<file path="src/rtl/c2p_pkg.sv">
// shared types, constants and arctangent table for the cartesian-to-polar core
`timescale 1ns / 1ps

package c2p_pkg;

    localparam int COORD_WIDTH         = 16;
    localparam int ROTATION_STAGES     = 16;
    localparam int ANGLE_FRACTION_BITS = 7;

    localparam int GUARD_BITS      = 8;
    localparam int TABLE_FRAC      = 24;
    localparam int GAIN_FRAC       = 22;
    localparam int GAIN_WIDTH      = 22;
    localparam int TABLE_IDX_WIDTH = 5;
    localparam int ANGLE_WIDTH     = 9 + ANGLE_FRACTION_BITS;
    localparam int XY_WIDTH        = COORD_WIDTH + GUARD_BITS + 3;
    localparam int Z_WIDTH         = 32;
    localparam int PROD_WIDTH      = XY_WIDTH + GAIN_WIDTH;
    localparam int STAGE_IDX_WIDTH = (ROTATION_STAGES > 1) ? $clog2(ROTATION_STAGES) : 1;

    localparam int RADIUS_SHIFT = GAIN_FRAC + GUARD_BITS;
    localparam int ANGLE_SHIFT  = TABLE_FRAC - ANGLE_FRACTION_BITS;

    localparam logic [GAIN_WIDTH-1:0] INV_GAIN = GAIN_WIDTH'(2547003);
    localparam logic [PROD_WIDTH-1:0] RADIUS_ROUND = PROD_WIDTH'(1) << (RADIUS_SHIFT - 1);
    localparam logic [Z_WIDTH:0]      ANGLE_ROUND  = (Z_WIDTH + 1)'(1) << (ANGLE_SHIFT - 1);
    localparam logic signed [Z_WIDTH-1:0] Z_RIGHT  = Z_WIDTH'(90) << TABLE_FRAC;

    localparam logic [ANGLE_WIDTH:0] ANG_90  = (ANGLE_WIDTH + 1)'(90)  << ANGLE_FRACTION_BITS;
    localparam logic [ANGLE_WIDTH:0] ANG_180 = (ANGLE_WIDTH + 1)'(180) << ANGLE_FRACTION_BITS;
    localparam logic [ANGLE_WIDTH:0] ANG_270 = (ANGLE_WIDTH + 1)'(270) << ANGLE_FRACTION_BITS;
    localparam logic [ANGLE_WIDTH:0] ANG_360 = (ANGLE_WIDTH + 1)'(360) << ANGLE_FRACTION_BITS;

    localparam logic [2:0] QUAD_AXIS = 3'd0;
    localparam logic [2:0] QUAD_1    = 3'd1;
    localparam logic [2:0] QUAD_2    = 3'd2;
    localparam logic [2:0] QUAD_3    = 3'd3;
    localparam logic [2:0] QUAD_4    = 3'd4;

    typedef struct packed {
        logic signed [COORD_WIDTH-1:0] x_coord;
        logic signed [COORD_WIDTH-1:0] y_coord;
    } point_t;

    typedef struct packed {
        logic [2:0]             quadrant;
        logic [COORD_WIDTH-1:0] radius;
        logic [ANGLE_WIDTH-1:0] angle;
    } polar_t;

    // values that ride alongside the rotation untouched
    typedef struct packed {
        logic [2:0]             quad;
        logic                   on_axis;
        logic [COORD_WIDTH-1:0] axis_radius;
        logic [ANGLE_WIDTH-1:0] axis_angle;
    } side_t;

    typedef struct packed {
        logic signed [XY_WIDTH-1:0] vx;
        logic signed [XY_WIDTH-1:0] vy;
        logic signed [Z_WIDTH-1:0]  z;
        side_t                      side;
    } vec_t;

    // round(atan(2^-i) degrees * 2^24)
    function automatic logic [Z_WIDTH-1:0] atan_q24(input logic [TABLE_IDX_WIDTH-1:0] idx);
        logic [Z_WIDTH-1:0] v;
        case (idx)
            5'd0:    v = 32'd754974720;
            5'd1:    v = 32'd445687602;
            5'd2:    v = 32'd235489088;
            5'd3:    v = 32'd119537938;
            5'd4:    v = 32'd60000934;
            5'd5:    v = 32'd30029717;
            5'd6:    v = 32'd15018523;
            5'd7:    v = 32'd7509720;
            5'd8:    v = 32'd3754917;
            5'd9:    v = 32'd1877466;
            5'd10:   v = 32'd938734;
            5'd11:   v = 32'd469367;
            5'd12:   v = 32'd234684;
            5'd13:   v = 32'd117342;
            5'd14:   v = 32'd58671;
            5'd15:   v = 32'd29335;
            5'd16:   v = 32'd14668;
            5'd17:   v = 32'd7334;
            5'd18:   v = 32'd3667;
            5'd19:   v = 32'd1833;
            5'd20:   v = 32'd917;
            5'd21:   v = 32'd458;
            5'd22:   v = 32'd229;
            5'd23:   v = 32'd115;
            5'd24:   v = 32'd57;
            5'd25:   v = 32'd29;
            5'd26:   v = 32'd14;
            5'd27:   v = 32'd7;
            5'd28:   v = 32'd4;
            5'd29:   v = 32'd2;
            5'd30:   v = 32'd1;
            default: v = 32'd0;
        endcase
        return v;
    endfunction

endpackage

</file>
<file path="src/rtl/c2p_fold.sv">
// input stage: magnitudes, quadrant and on-axis results
`timescale 1ns / 1ps

module c2p_fold
    import c2p_pkg::*;
(
    input  logic   clk,
    input  logic   rst_n,
    input  logic   in_valid,
    input  point_t in_data,
    output logic   hold,
    output logic   out_valid,
    output vec_t   out_data,
    input  logic   out_hold
);

    logic                   valid_reg;
    logic                   valid_next;
    vec_t                   data_reg;
    vec_t                   data_next;
    logic                   xneg;
    logic                   yneg;
    logic [COORD_WIDTH-1:0] ax;
    logic [COORD_WIDTH-1:0] ay;
    logic [ANGLE_WIDTH:0]   axis_ang;

    assign hold = valid_reg && out_hold;

    always_comb
    begin
        xneg = in_data.x_coord[COORD_WIDTH-1];
        yneg = in_data.y_coord[COORD_WIDTH-1];
        ax = xneg ? (~in_data.x_coord + 1'b1) : in_data.x_coord;
        ay = yneg ? (~in_data.y_coord + 1'b1) : in_data.y_coord;

        if (ay == '0)
        begin
            axis_ang = (ax != '0 && xneg) ? ANG_180 : '0;
        end
        else
        begin
            axis_ang = yneg ? ANG_270 : ANG_90;
        end

        data_next.vx = {3'b000, ax, {GUARD_BITS{1'b0}}};
        data_next.vy = {3'b000, ay, {GUARD_BITS{1'b0}}};
        data_next.z  = '0;
        data_next.side.on_axis     = (ax == '0) || (ay == '0);
        data_next.side.axis_radius = ax | ay;
        data_next.side.axis_angle  = axis_ang[ANGLE_WIDTH-1:0];
        if (data_next.side.on_axis)
            data_next.side.quad = QUAD_AXIS;
        else if (!xneg)
            data_next.side.quad = yneg ? QUAD_4 : QUAD_1;
        else
            data_next.side.quad = yneg ? QUAD_3 : QUAD_2;

        valid_next = hold ? valid_reg : in_valid;
    end

    always_ff @(posedge clk or negedge rst_n)
    begin
        if (!rst_n)
            valid_reg <= 1'b0;
        else
            valid_reg <= valid_next;
    end

    always_ff @(posedge clk)
    begin
        if (!hold && in_valid)
            data_reg <= data_next;
    end

    assign out_valid = valid_reg;
    assign out_data  = data_reg;

endmodule

</file>
<file path="config.mk">
export PLATFORM = sky130hd
export DESIGN_NAME = c2p_fold
export DESIGN_NICKNAME = d
export VERILOG_FILES = /design/src/rtl/c2p_pkg.sv /design/src/rtl/c2p_fold.sv
export SDC_FILE = /design/constraint.sdc
export NUM_CORES = 1
export LEC_CHECK = 0
export BUFFER_PORTS_ARGS = -buffer_cell sky130_fd_sc_hd__buf_2
export CAP_MARGIN = 20
export CORE_UTILIZATION = 52
export CTS_BUF_LIST = sky130_fd_sc_hd__clkbuf_4
export DETAILED_ROUTE_END_ITERATION = 12
export PLACE_DENSITY_LB_ADDON = 0.08
export SETUP_SLACK_MARGIN = 0.15
export SLEW_MARGIN = 10
export SYNTH_ARGS = -nofsm -noshare
export SYNTH_HDL_FRONTEND = slang
export SYNTH_SLANG_ARGS = --single-unit
export TNS_END_PERCENT = 20
</file>
<file path="constraint.sdc">
create_clock -name clk -period 8.3 [get_ports clk]
set_input_delay 0.415 -clock clk [delete_from_list [all_inputs] [get_ports clk]]
set_output_delay 0.415 -clock clk [all_outputs]
set_load 0.005 [all_outputs]
</file>
## Yosys cells after proc, flatten, opt, wreduce, memory -nomap -nowiden

Index checks and enable logic that the tools add are counted.

- Add/sub/neg operators: 2
- Mux-type cells: 8
- Bitwise logic cells: 3
- Reduce and logical (&&, ||, !) cells: 8

Operators with widths:

| operator | number |
|---|---|
| 16-bit two-way mux | 4 |
| 16-bit by 1-bit adder with 16-bit output (second input constant) | 2 |
| 16-bit zero test | 2 |
| 16-bit inverter | 2 |
| 16-bit bitwise OR | 1 |
| 16-bit nonzero test | 1 |
| 15-bit two-way mux | 1 |
| 3-bit two-way mux | 2 |
| 1-bit logical AND | 3 |
| 1-bit zero test | 1 |
| 1-bit logical OR | 1 |
| 1-bit two-way mux | 1 |

- Bits in registers: 69
- Output and inout bits: 124

## Depth between registers and ports, before layout

Gate-level depths: netlist of the first run.

- Depth in word-level cells: 7
- Mapped depth: 9
- Gate-level depth less buffers: 8

## Worst setup path before layout of the first run

Ideal clock, no wire load.

- Kind: input to register
- Start point: input port out_hold
- End point: register data_reg, in the netlist out_data[103] (enable)
- Library setup time: 0.481 ns
- Arrival: 3.174 ns
- Required time: 7.819 ns
- Setup slack: 4.645 ns
- Stages: 2
- Cell sequence: and2_1 -> nor2b_1

- Longest elaborated chain between the ends: 3

Ends and longest elaborated chain:

| what | RTL line | source |
|---|---|---|
| start: declaration | c2p_fold.sv:14 | `input logic out_hold` |
| 1-bit logical AND | c2p_fold.sv:27 | `assign hold = valid_reg && out_hold;` |
| 1-bit zero test | c2p_fold.sv:71 | `if (!hold && in_valid)` |
| 1-bit logical AND | c2p_fold.sv:71 |  |
| end signal: assignment | c2p_fold.sv:72 | `data_reg <= data_next;` |
| end: declaration | c2p_fold.sv:19 | `vec_t data_reg;` |

Every way passes these cells.
A chain may end at the register's enable or synchronous reset.

## Final worst setup path of the first run

- Start point: input port in_data[9] (netlist bit)
- End point: register data_reg, in the netlist out_data[11] (data pin)

- Longest elaborated chain between the ends: 5

Ends and longest elaborated chain:

| what | RTL line | source |
|---|---|---|
| start: declaration | c2p_fold.sv:10 | `input point_t in_data,` |
| 16-bit inverter | c2p_fold.sv:34 | `ay = yneg ? (~in_data.y_coord + 1'b1) : in_data.y_coord;` |
| 16-bit by 1-bit adder with 16-bit output | c2p_fold.sv:34 |  |
| 16-bit two-way mux * | c2p_fold.sv:34 |  |
| 16-bit zero test * | c2p_fold.sv:36 | `if (ay == '0)` |
| 16-bit two-way mux * | c2p_fold.sv:36 |  |
| named net axis_ang[11] | c2p_fold.sv:25 | `logic [ANGLE_WIDTH:0] axis_ang;` |

The timed path passes the listed nets; every way through them passes the cells marked *.

==> summary.md, run 1 <==
| Metric | Value |
|---|---|
| Endpoints failing hold | 0 |
| Buffer depth of the longest clock path | 2 |
| DIE AREA | 6930 sq um |
| Yosys Warn Count | 0 |
| Antenna violation net count after detailed routing | 0 |
| Path class of the lowest-slack min-delay path | primary input to flop |
| Setup slack of the critical path after layout | 5.56 ns |
| Register bit count reported by yosys | 59 |
| Clock insertion delay at the later pin of the skew report | 0.41 ns |
| Number of instances in the synthesized netlist | 300 |
| Row cnt | 29 |
| Worst reg2reg path depth | 3 |
| Async set-or-reset flop fraction in the synthesized netlist | roughly 1.7% |
| Most common flop cell mapped by yosys | sky130_fd_sc_hd__edfxtp_1 |
| Total detailed-routing wirelength | 6640 um |
| Post-layout minimum cycle time | 2.74 ns |
| First-pass GRT wire length | 10600 um |
| Routability Congestion | between 0.8 and 0.9 |
| Setup Crit Path Kind | primary input to flop |
| Die Y-Extent | between 80 and 90 um |
| Worst Setup Slack post-DPL | between 5 and 6 ns |
| Number of buffers inserted during clock tree synthesis | 9 |
| Pins Over Slew Limit | 0 |
| Critical path fanouts, max | 9 |
| Sink Count | approximately 60 |
| Slew @ Worst Pin | about 0.74 ns |
| Number of antenna violations at the first check in global routing | 0 |
| WP data arrival | 3.00 ns |
| First DRT Iteration DRCs | 155 |
| CP endpoint | out_data[11] |
| Fraction of layout cells with a size suffix above 1 | ~33% |
| Synth-to-Final Area Change | 13.6% |
| Startpoint kind of the worst setup timing path | primary input |
| Cells on Worst Hold Path | 2 |
| Peak Freq | about 360 MHz |
| Relative max-transition margin | about 51% |
| Reg2reg start | out_valid |
| Worst Setup End Kind | flop |
| Required arrival time at the worst endpoint | ~8.6 ns |
| Post-detailed-route wirelength per cell | about 14 um |
| Floorplan Core Area | between 6000 and 7000 sq um |
| Number of diodes added for antenna fixing | 0 |
| Clk slew on worst S/H paths | ~0.10 ns |
| Fraction of the yosys area taken by sequential cells | 51.5% |
| Post-Synthesis Mean Instance Area | approximately 11 sq um |
| Count of H-tree levels built during CTS | 3 |
| Launch point of the worst path | in_data[9] |
| Power Dens Cells | between 150 and 200 nW/um^2 |
| Number of iterations in the first detailed-routing pass | 4 |
| HPWL Detailed | about 5000 um |
| Sum Neg Setup Slack | 0 ns |
| IR drop worst, VDD | 0.108 mV |
| Total via count after detailed routing | around 2300 |
| Maximum number of pins on one net before global-route repair | 59 |
| Unrepaired setup endpoints after global routing | false |
| Via/cell ratio | a little under 5 |
| Crit share post-route | between 30 and 40% |
| Cell area after synthesis | around 3400 sq um |
| Status | completed |
| Remaining Overflow, GRT | 0 |
| Initial core utilization | 54.0% |
| # setup viols final | 0 |
| Number of distinct library cell variants in the gate-level netlist after synthesis | 43 |
| Clock root buffer | sky130_fd_sc_hd__clkbuf_4 |
| IO Port Bufs | a little under 100 |
| Clock tree from TritonCTS | done |
| Overall fraction of global-route tracks in use | between 20% and 30% |
| Register-to-register setup slack | between 6 and 7 ns |
| I/O pin count | 160 |
| Worst r2r dst | out_data[78] |
| Worst Clk Skew | just under 0.008 ns |
| Drc violations | 0 |
| Number of nets at the end of the flow | 436 |
| Cell leakage power | approximately 1.7 nW |
| Count of flip-flops with a built-in enable after synthesis | between 50 and 60 |
| DIE WIDTH | about 83 um |
| Number of max-capacitance violations reported | 0 |
| Via count of the first global-routing pass | 2137 |
==> critical path, stage by stage <==
cell,delay [ns]
sky130_fd_sc_hd__buf_2,0.14
sky130_fd_sc_hd__or4_1,0.59
sky130_fd_sc_hd__nor4_1,0.43
sky130_fd_sc_hd__nor3_1,0.08
sky130_fd_sc_hd__nor4b_1,0.52
sky130_fd_sc_hd__nor4bb_1,0.38
sky130_fd_sc_hd__buf_4,0.24
sky130_fd_sc_hd__mux2i_1,0.20
==> how the worst min path moves through the flow <==
stage,startpoint,to,slack [ns]
floorplan,rst_n,out_valid,0.12
global placement,rst_n,out_valid,0.19
detailed placement,rst_n,out_valid,0.19
CTS,in_valid,out_valid,0.19
global route,in_valid,out_valid,0.19
finish,in_valid,out_valid,0.21
==> cell usage in the layout (no fill, tap or decap), types with 4 or more instances in the layout <==
master	count
sky130_fd_sc_hd__buf_2	97
sky130_fd_sc_hd__clkbuf_4	9
sky130_fd_sc_hd__conb_1	62
sky130_fd_sc_hd__edfxtp_1	58
sky130_fd_sc_hd__inv_1	20
sky130_fd_sc_hd__nand2_1	9
sky130_fd_sc_hd__nand2b_1	10
sky130_fd_sc_hd__nor2_1	9
sky130_fd_sc_hd__nor3_1	4
sky130_fd_sc_hd__nor4_1	4
sky130_fd_sc_hd__o21ai_0	8
sky130_fd_sc_hd__o31ai_1	8
sky130_fd_sc_hd__o41ai_1	9
sky130_fd_sc_hd__or2_2	12
sky130_fd_sc_hd__or3_1	9
sky130_fd_sc_hd__or4_1	4
sky130_fd_sc_hd__xnor2_1	13
sky130_fd_sc_hd__xor2_1	13
==> layer usage <==
metal  global-route usage (%)  part of all wire [%]  wire, um
met1                     26.1                    43      2870
met2                     32.0                    48      3210
met3                     5.07                   7.3       483
met4                     7.99                   1.2        78
met5                        0                     0         0
==> per-stage QoR <==
stage | instances | utilization [%] | instance area (sq um) | power, mW | hold slack, ns
6_report | 480 | 61.4 | 3900 | 0.687 | 0.206
5_1_grt | 480 | 61.4 | 3900 | 0.716 | 0.195
4_1_cts | 480 | 61.4 | 3900 | 0.690 | 0.189
3_5_place_dp | 463 | 58.9 | 3740 | 0.468 | 0.191
3_3_place_gp | 463 | 58.9 | 3740 | 0.466 | 0.190
2_1_floorplan | 361 | - | 3660 | 0.445 | 0.119
==> power breakdown <==
part	internal (mW)	switching [mW]	total [mW]	leakage, nW
registers	0.353	0.00442	0.357	0.554
clock network	0.119	0.107	0.226	0.0845
logic	0.0411	0.0629	0.104	1.02
==> state kept, by name, indices dropped and copies added, names as in the netlist <==
name	flops
out_data	58
out_valid	1
==> area by class of cell <==
cell class | instances | area (sq um)
tap | 77 | 96.3
multi-input combinational | 208 | 1300
sequential | 59 | 1770
clock inverter | 7 | 82.6
fill | 548 | 2450
inverter | 20 | 75.1
clock buffer | 9 | 67.6
timing repair buffer | 100 | 510
==> repair_timing <==
action,CTS,global route
hold buffers,1,0
resized for setup,0,0
buffers inserted,0,0
hold endpoints to repair,1,0
==> Yosys cell counts (2+ instances only) <==
cell type | count | share of area [%]
sky130_fd_sc_hd__o31ai_1 | 8 | 1.7
sky130_fd_sc_hd__nand2_1 | 9 | 0.98
sky130_fd_sc_hd__edfxtp_1 | 58 | 51
sky130_fd_sc_hd__nand3_1 | 3 | 0.44
sky130_fd_sc_hd__mux2_2 | 2 | 0.66
sky130_fd_sc_hd__nand4_1 | 3 | 0.55
sky130_fd_sc_hd__nor3_1 | 4 | 0.58
sky130_fd_sc_hd__buf_2 | 2 | 0.29
sky130_fd_sc_hd__nor4bb_1 | 2 | 0.58
sky130_fd_sc_hd__o41ai_1 | 9 | 2.3
sky130_fd_sc_hd__or4_1 | 4 | 0.87
sky130_fd_sc_hd__xnor2_1 | 13 | 3.3
sky130_fd_sc_hd__o21ai_0 | 8 | 1.2
sky130_fd_sc_hd__or2_2 | 12 | 2.2
sky130_fd_sc_hd__a32oi_1 | 2 | 0.51
sky130_fd_sc_hd__inv_1 | 20 | 2.2
sky130_fd_sc_hd__nor2_1 | 9 | 0.98
sky130_fd_sc_hd__nor4_1 | 4 | 0.73
sky130_fd_sc_hd__buf_1 | 3 | 0.33
sky130_fd_sc_hd__ha_1 | 2 | 0.73
sky130_fd_sc_hd__mux2i_1 | 2 | 0.58
sky130_fd_sc_hd__nand2b_1 | 10 | 1.8
sky130_fd_sc_hd__buf_4 | 64 | 14
sky130_fd_sc_hd__xor2_1 | 13 | 3.3
sky130_fd_sc_hd__nor3b_1 | 3 | 0.66
sky130_fd_sc_hd__or3_1 | 9 | 1.6
sky130_fd_sc_hd__clkbuf_1 | 4 | 0.44
sky130_fd_sc_hd__nor2b_1 | 3 | 0.55
==> cells by family after synthesis <==
logic type      count (synthesis)  synth area share [%]
compound gates                 31                  7.33
xor+xnor                       26                  6.64
fa+ha+maj                       2                 0.729
buf+inv                        94                  17.6
flops                          59                  51.5
mux                             4                  1.24
other cells                     1                 0.109
simple gates                   83                  14.9
Power figures use the tool's default switching activity.
==> inputs of run 2 (changes only) <==
--- a/config.mk
+++ b/config.mk
@@ -5,9 +5,10 @@
 export SDC_FILE = /design/constraint.sdc
 export NUM_CORES = 1
 export LEC_CHECK = 0
+export ABC_AREA = 1
 export BUFFER_PORTS_ARGS = -buffer_cell sky130_fd_sc_hd__buf_2
 export CAP_MARGIN = 20
-export CORE_UTILIZATION = 52
+export CORE_UTILIZATION = 49
 export CTS_BUF_LIST = sky130_fd_sc_hd__clkbuf_4
 export DETAILED_ROUTE_END_ITERATION = 12
 export PLACE_DENSITY_LB_ADDON = 0.08
==> constraint.sdc (replaced) <==
create_clock -name clk -period 2.8 [get_ports clk]
set_input_delay 0.14 -clock clk [delete_from_list [all_inputs] [get_ports clk]]
set_output_delay 0.14 -clock clk [all_outputs]
set_load 0.005 [all_outputs]
==> run 2 against run 1 <==
Compared with the run above:
- setup slack got worse by 5.0 ns
- hold slack lost 0.18 ns
- final area grew 5.6%
- critical path type unchanged
- clock power grew to 3.0 times the previous value
- flip-flop and latch count stayed put
- clock skew is 0.0015 ns higher
==> summary.md, run 2 <==
| Metric | Value |
|---|---|
| Most common cell after layout, fill and taps aside | sky130_fd_sc_hd__nand2_1 |
| HPWL Detailed | 5950 um |
| Status | completed |
| Placed Cells | 613 |
| Synth-to-Final Area Change | 16.1% |
| Fraction of layout cells with a size suffix above 1 | 24.5% |
| Peak Freq | approximately 440 MHz |
| Register-to-register setup slack | 1.07 ns |
| Most used standard cells in the synthesized netlist | sky130_fd_sc_hd__nand2_1, sky130_fd_sc_hd__buf_4, sky130_fd_sc_hd__edfxtp_1, sky130_fd_sc_hd__inv_1, sky130_fd_sc_hd__nor2_1 |
| Die Y-Extent | just under 90 um |
| Worst reg2reg path depth | 4 |
| Number of max-capacitance violations reported | 0 |
| Fraction of post-synthesis cell area in the top cell type by area | between 40% and 50% |
| Unrepaired setup endpoints after global routing | false |
| Most used cells in the layout excluding fill and tap cells | sky130_fd_sc_hd__nand2_1, sky130_fd_sc_hd__buf_2, sky130_fd_sc_hd__conb_1 |
| Worst r2r dst | out_data[111] |
| WP data arrival | roughly 2.4 ns |
| Power Dens Cells | roughly 500 nW/um^2 |
| Routability Congestion | between 0.9 and 1 |
| First DRT Iteration DRCs | between 100 and 150 |
| Register bit count reported by yosys | 59 |
| Setup slack of the critical path after layout | about 0.54 ns |
| Leading cell type by number of instances after synthesis | sky130_fd_sc_hd__nand2_1 |
| Met2 usage in global routing | 32.1% |
| Clk slew on worst S/H paths | approximately 0.10 ns |
| Worst Setup End Kind | flop |
| Peak-usage layer in the global routing report | met2 |
| Setup Crit Path Kind | primary input to flop |
| Count of H-tree levels built during CTS | 3 |
| Relative max-transition margin | ~58% |
| Number of buffers inserted during clock tree synthesis | 9 |
| Cell area after synthesis | 3540 sq um |
| Met3 usage in global routing | between 3 and 4% |
| I/O pin count | 160 |
| Post-Synthesis Mean Instance Area | roughly 8.4 sq um |
| Reg2reg start | out_valid |
| Area leader, netlist | sky130_fd_sc_hd__edfxtp_1 |
| # setup viols final | 0 |
| Overall fraction of global-route tracks in use | 19.9% |
| Number of distinct library cell variants in the gate-level netlist after synthesis | 22 |
| Count of flip-flops with a built-in enable after synthesis | 58 |
| Post-route non-filler standard cell count | 634 |
| Worst Setup Slack post-DPL | just under 0.7 ns |
| Remaining Overflow, GRT | 0 |
| Row cnt | 30 |
| Flip-flop count of the largest register, all copies and words added | 58 |
| Initial core utilization | roughly half |
| Clock root buffer | sky130_fd_sc_hd__clkbuf_4 |
| IO Port Bufs | slightly below 100 |
| IR drop worst, VDD | roughly 0.27 mV |
| Yosys Warn Count | 0 |
| Clock tree from TritonCTS | done |
| Clock insertion delay at the later pin of the skew report | approximately 0.39 ns |
| Crit share post-route | between 80% and 90% |
| Total via count after detailed routing | roughly 2800 |
| Pins Over Slew Limit | 0 |
| Largest cells by area after synthesis | sky130_fd_sc_hd__edfxtp_1, sky130_fd_sc_hd__buf_4, sky130_fd_sc_hd__nand2_1 |
| Number of nets at the end of the flow | ~570 |
| Fraction of the yosys area taken by sequential cells | between 40% and 50% |
| Via count of the first global-routing pass | approximately 2500 |
| Number of iterations in the first detailed-routing pass | 7 |
| Resized cells post-CTS | 0 |
| Maximum number of pins on one net before global-route repair | 25 |
| Sink Count | 59 |
| Number of antenna violations at the first check in global routing | 0 |
| Number of fill cells | around 670 |
| Drc violations | 0 |
| First-pass GRT wire length | 11100 um |
| Antenna violation net count after detailed routing | 0 |
| Total detailed-routing wirelength | 7380 um |
| Required arrival time at the worst endpoint | between 2 and 3 ns |
| Async set-or-reset flop fraction in the synthesized netlist | under 10% |
| Path class of the lowest-slack min-delay path | primary input to asynchronous set/reset pin |
| Critical path fanouts, max | 7 |
| Number of instances in the synthesized netlist | approximately 420 |
| Number of diodes added for antenna fixing | 0 |
| Most common flop cell mapped by yosys | sky130_fd_sc_hd__edfxtp_1 |
| DIE AREA | about 7600 sq um |
| Floorplan Core Area | around 6900 sq um |
| Sum Neg Setup Slack | 0 ns |
| Post-layout minimum cycle time | about 2.3 ns |
| Via/cell ratio | 4.45 |
| Buffer depth of the longest clock path | 2 |
| Startpoint kind of the worst setup timing path | primary input |
| Fraction of met1 tracks used by global routing | about 26% |
| Post-detailed-route wirelength per cell | between 10 and 15 um |
| Slew @ Worst Pin | about 0.63 ns |
| Cell leakage power | between 2 and 2.5 nW |
| Endpoints failing hold | 0 |
| Worst Clk Skew | between 0.009 and 0.01 ns |
| DIE WIDTH | around 87 um |
[run 2: cell count changes after synthesis, sizes merged, moves of 12 or more]
cell   change
xor2      -12
inv       +38
or2       -13
xnor2     -13
nand2    +121
nor2      +36
nand3     +36
[run 2: report_power, final]
group,total [mW],switching [mW],internal [mW]
sequential,1.05,0.0123,1.04
combinational,0.318,0.208,0.110
clock,0.684,0.305,0.380
total,2.05,0.525,1.53
[run 2: layer usage]
| metal | share of wire [%] | vias up |
|---|---|---|
| met5 | 0 | - |
| met4 | 1.4 | 0 |
| met3 | 5.9 | 9 |
| met2 | 49 | 119 |
| met1 | 44 | 1249 |
| li1 | - | 1444 |
[run 2: worst max-delay path by stage]
stage | slack [ns] | cells past startpoint | start | end
6_report | 0.54 | 13 | in_data[0] | out_data[34]
5_1_grt | 0.36 | 13 | in_data[0] | out_data[35]
4_1_cts | 0.55 | 13 | in_data[0] | out_data[34]
3_5_place_dp | 0.68 | 12 | in_data[0] | out_data[15]
3_3_place_gp | 0.68 | 12 | in_data[0] | out_data[9]
2_1_floorplan | 0.36 | 3 | out_valid | out_data[103]
[run 2: worst max-delay path, cell delays in order]
cell	delay [ns]
sky130_fd_sc_hd__dlygate4sd3_1	0.53
sky130_fd_sc_hd__buf_2	0.12
sky130_fd_sc_hd__inv_1	0.14
sky130_fd_sc_hd__ha_1	0.27
sky130_fd_sc_hd__nand3_1	0.13
sky130_fd_sc_hd__nand2_1	0.22
sky130_fd_sc_hd__nand3_2	0.08
sky130_fd_sc_hd__nand2_1	0.15
sky130_fd_sc_hd__nand3_1	0.08
sky130_fd_sc_hd__nor2_1	0.19
sky130_fd_sc_hd__nand3_2	0.17
sky130_fd_sc_hd__nand2_2	0.12
sky130_fd_sc_hd__nor2_1	0.05
[run 2: cell type report]
type                    instances  area [sq um]  share of cell area [%]
repair buffers                105           558                    13.6
well taps                      96           120                    2.92
inverters                      58           218                    5.29
clock buffers                  11          82.6                    2.01
multi-input cells             300          1290                    31.4
flip-flops and latches         59          1770                    42.9
clock inverters                 5          77.6                    1.89
[run 2: timing repair]
action / CTS / global route
hold buffers: 5 / 0
endpoints found under the setup margin: 0 / 0
buffers inserted: 0 / 0
endpoints found under the hold margin: 4 / 0
[run 2: stage by stage]
stage | util [%] | cell area, sq um | total power, mW | hold WS (ns)
final | 59.6 | 4120 | 2.05 | 0.0295
after global routing | 59.6 | 4120 | 2.15 | 0.0413
after CTS | 59.6 | 4120 | 2.06 | 0.0230
after detailed placement | 56.5 | 3910 | 1.38 | -0.0826
after global placement | 56.5 | 3910 | 1.38 | -0.0850
after floorplan | - | 3770 | 1.31 | -0.156
[run 2: cell families after synthesis]
group / Yosys count / share of synthesized area (%)
other cells: 1 / 0.106
buf+inv: 126 / 20.3
xor+xnor: 1 / 0.247
compound gates: 11 / 1.69
simple gates: 224 / 27.0
flops: 59 / 49.9
fa+ha+maj: 2 / 0.706
==> inputs of run 3 (changes only) <==
--- a/config.mk
+++ b/config.mk
@@ -8,7 +8,7 @@
 export ABC_AREA = 1
 export BUFFER_PORTS_ARGS = -buffer_cell sky130_fd_sc_hd__buf_2
 export CAP_MARGIN = 20
-export CORE_UTILIZATION = 49
+export CORE_UTILIZATION = 44
 export CTS_BUF_LIST = sky130_fd_sc_hd__clkbuf_4
 export DETAILED_ROUTE_END_ITERATION = 12
 export PLACE_DENSITY_LB_ADDON = 0.08
==> constraint.sdc (replaced) <==
create_clock -name clk -period 2 [get_ports clk]
set_input_delay 0.1 -clock clk [delete_from_list [all_inputs] [get_ports clk]]
set_output_delay 0.1 -clock clk [all_outputs]
set_load 0.005 [all_outputs]
==> run 3 against run 2 <==
Compared with the run above:
- first-iteration DRC count fell by 18%
- via count is 0.53% higher
- setup slack worse by 0.047 ns
- global-route usage down 1.2 points
- wire length increased by 3.8%
- register-to-register slack worse by 0.37 ns
- sequential share of layout area decreased by 0.10 points
- count of clock-buffer cells in the layout grew 1
- die area grew 11%
- non-clock buffer count up 5
- sequential power grew 40%
- largest power group unchanged
==> summary.md, run 3 (synthesis results as in run 2) <==
| Metric | Value |
|---|---|
| # setup viols final | 0 |
| Via/cell ratio | between 4 and 5 |
| Power Dens Cells | 635 nW/um^2 |
| Synth-to-Final Area Change | 16.4% |
| Startpoint kind of the worst setup timing path | primary input |
| Critical path fanouts, max | 7 |
| Die Y-Extent | 91.7 um |
| Number of antenna violations at the first check in global routing | 0 |
| Worst Clk Skew | roughly 0.011 ns |
| Maximum number of pins on one net before global-route repair | 59 |
| Register-to-register setup slack | roughly 0.7 ns |
| Required arrival time at the worst endpoint | between 2 and 2.5 ns |
| IR drop worst, VDD | 0.189 mV |
| Number of setup buffers added after CTS | 0 |
| Cts hold-fix bufs | 7 |
| First-pass GRT wire length | around 12000 um |
| Number of diodes added for antenna fixing | 0 |
| Resized cells post-CTS | 0 |
| Flip-flop count of the largest register, all copies and words added | between 50 and 60 |
| Buffer depth of the longest clock path | 2 |
| Clock tree from TritonCTS | done |
| Fraction of layout cells with a size suffix above 1 | between 20% and 30% |
| Via count of the first global-routing pass | roughly 2500 |
| Post-detailed-route wirelength per cell | around 12 um |
| Total detailed-routing wirelength | about 7700 um |
| Crit share post-route | between 70% and 80% |
| Count of H-tree levels built during CTS | 3 |
| Pins Over Slew Limit | 0 |
| Number of max-capacitance violations reported | 0 |
| Worst Setup End Kind | flop |
| Post-layout minimum cycle time | around 1.5 ns |
| Antenna violation net count after detailed routing | 0 |
| Number of nets at the end of the flow | about 580 |
| Cell leakage power | 2.15 nW |
| DIE WIDTH | 91.7 um |
| Sink Count | slightly below 60 |
| Floorplan Core Area | ~8000 sq um |
| Routability Congestion | around 0.85 |
| Clock insertion delay at the later pin of the skew report | a little under 0.4 ns |
| Status | completed |
| Overall fraction of global-route tracks in use | about a fifth |
| Most used cells in the layout excluding fill and tap cells | sky130_fd_sc_hd__nand2_1, sky130_fd_sc_hd__buf_2, sky130_fd_sc_hd__conb_1 |
| Clk slew on worst S/H paths | roughly 0.10 ns |
| Worst Setup Slack post-DPL | about 0.09 ns |
| Endpoints failing hold | 0 |
| DIE AREA | roughly 8400 sq um |
| Peak Freq | roughly 660 MHz |
| Sum Neg Setup Slack | 0 ns |
| I/O pin count | 160 |
| WP data arrival | between 1.5 and 2 ns |
| Number of buffers inserted during clock tree synthesis | 9 |
| Row cnt | 32 |
| Clock root buffer | sky130_fd_sc_hd__clkbuf_4 |
| Drc violations | 0 |
| Unrepaired setup endpoints after global routing | false |
| Initial core utilization | 45.6% |
| Setup Crit Path Kind | primary input to flop |
| First DRT Iteration DRCs | around 120 |
| Total via count after detailed routing | 2836 |
| IO Port Bufs | just under 100 |
| Setup slack of the critical path after layout | between 0.4 and 0.5 ns |
| Number of iterations in the first detailed-routing pass | 4 |
| HPWL Detailed | a little over 6000 um |
| Path class of the lowest-slack min-delay path | primary input to flop |
| Most common cell after layout, fill and taps aside | sky130_fd_sc_hd__nand2_1 |
| Number of fill cells | about 780 |
| Remaining Overflow, GRT | 0 |
==> run 3: per-layer routing <==
metal / global-route usage (%) / routed length (um) / vias to the layer above
met5: 0 / 0 / -
met1: 24.4 / 3430 / 1254
met2: 31.0 / 3610 / 118
met4: 6.90 / 124 / 0
met3: 3.73 / 501 / 9
li1: - / - / 1455
==> run 3: report_power, final <==
part	switching, mW	internal [mW]
sequential	0.0175	1.45
combinational	0.294	0.165
clock	0.405	0.286
total	0.716	1.90
==> run 3: through the flow <==
| step | hold WS (ns) | instances | power, mW | cell area (sq um) | utilization, % |
|---|---|---|---|---|---|
| final | 0.0413 | 645 | 2.62 | 4130 | 53.1 |
| after global placement | -0.125 | 622 | 1.94 | 3950 | 50.8 |
| after CTS | 0.00768 | 645 | 2.64 | 4130 | 53.1 |
| after detailed placement | -0.124 | 622 | 1.95 | 3950 | 50.8 |
| after floorplan | -0.196 | 485 | 1.84 | 3780 | - |
| after global routing | 0.0150 | 645 | 2.75 | 4130 | 53.1 |
==> run 3: cell type report <==
type | count | area (sq um) | area share (%)
Clock buffer | 12 | 90.1 | 2.18
Clock inverter | 4 | 17.5 | 0.425
Inverter | 58 | 218 | 5.28
Multi-Input combinational cell | 300 | 1290 | 31.3
Sequential cell | 59 | 1770 | 42.8
Tap cell | 102 | 128 | 3.09
Timing Repair Buffer | 110 | 613 | 14.9
==> run 3: path summary, 6_finish.rpt <==
path                        startpoint  depth (start not counted)            end
setup / recovery           in_data[16]                         14   out_data[11]
min in group asynchronous        rst_n                          3      out_valid
hold reg to reg              out_valid                          4   out_data[15]
hold / removal             in_data[17]                          3   out_data[17]
setup reg to reg             out_valid                          4  out_data[110]
max in group asynchronous        rst_n                          3      out_valid
==> run 3: critical path, cell delays in order <==
cell and delay (ns):
sky130_fd_sc_hd__buf_2 0.11, sky130_fd_sc_hd__inv_1 0.08, sky130_fd_sc_hd__ha_1 0.24, sky130_fd_sc_hd__nand3_1 0.12, sky130_fd_sc_hd__nand2_1 0.21, sky130_fd_sc_hd__nand2_1 0.08
sky130_fd_sc_hd__nand2_1 0.07, sky130_fd_sc_hd__nand2_1 0.07, sky130_fd_sc_hd__inv_1 0.07, sky130_fd_sc_hd__nand3_1 0.06, sky130_fd_sc_hd__nor2_1 0.15, sky130_fd_sc_hd__nand3_2 0.12
sky130_fd_sc_hd__nand3_2 0.11, sky130_fd_sc_hd__nand2_1 0.06
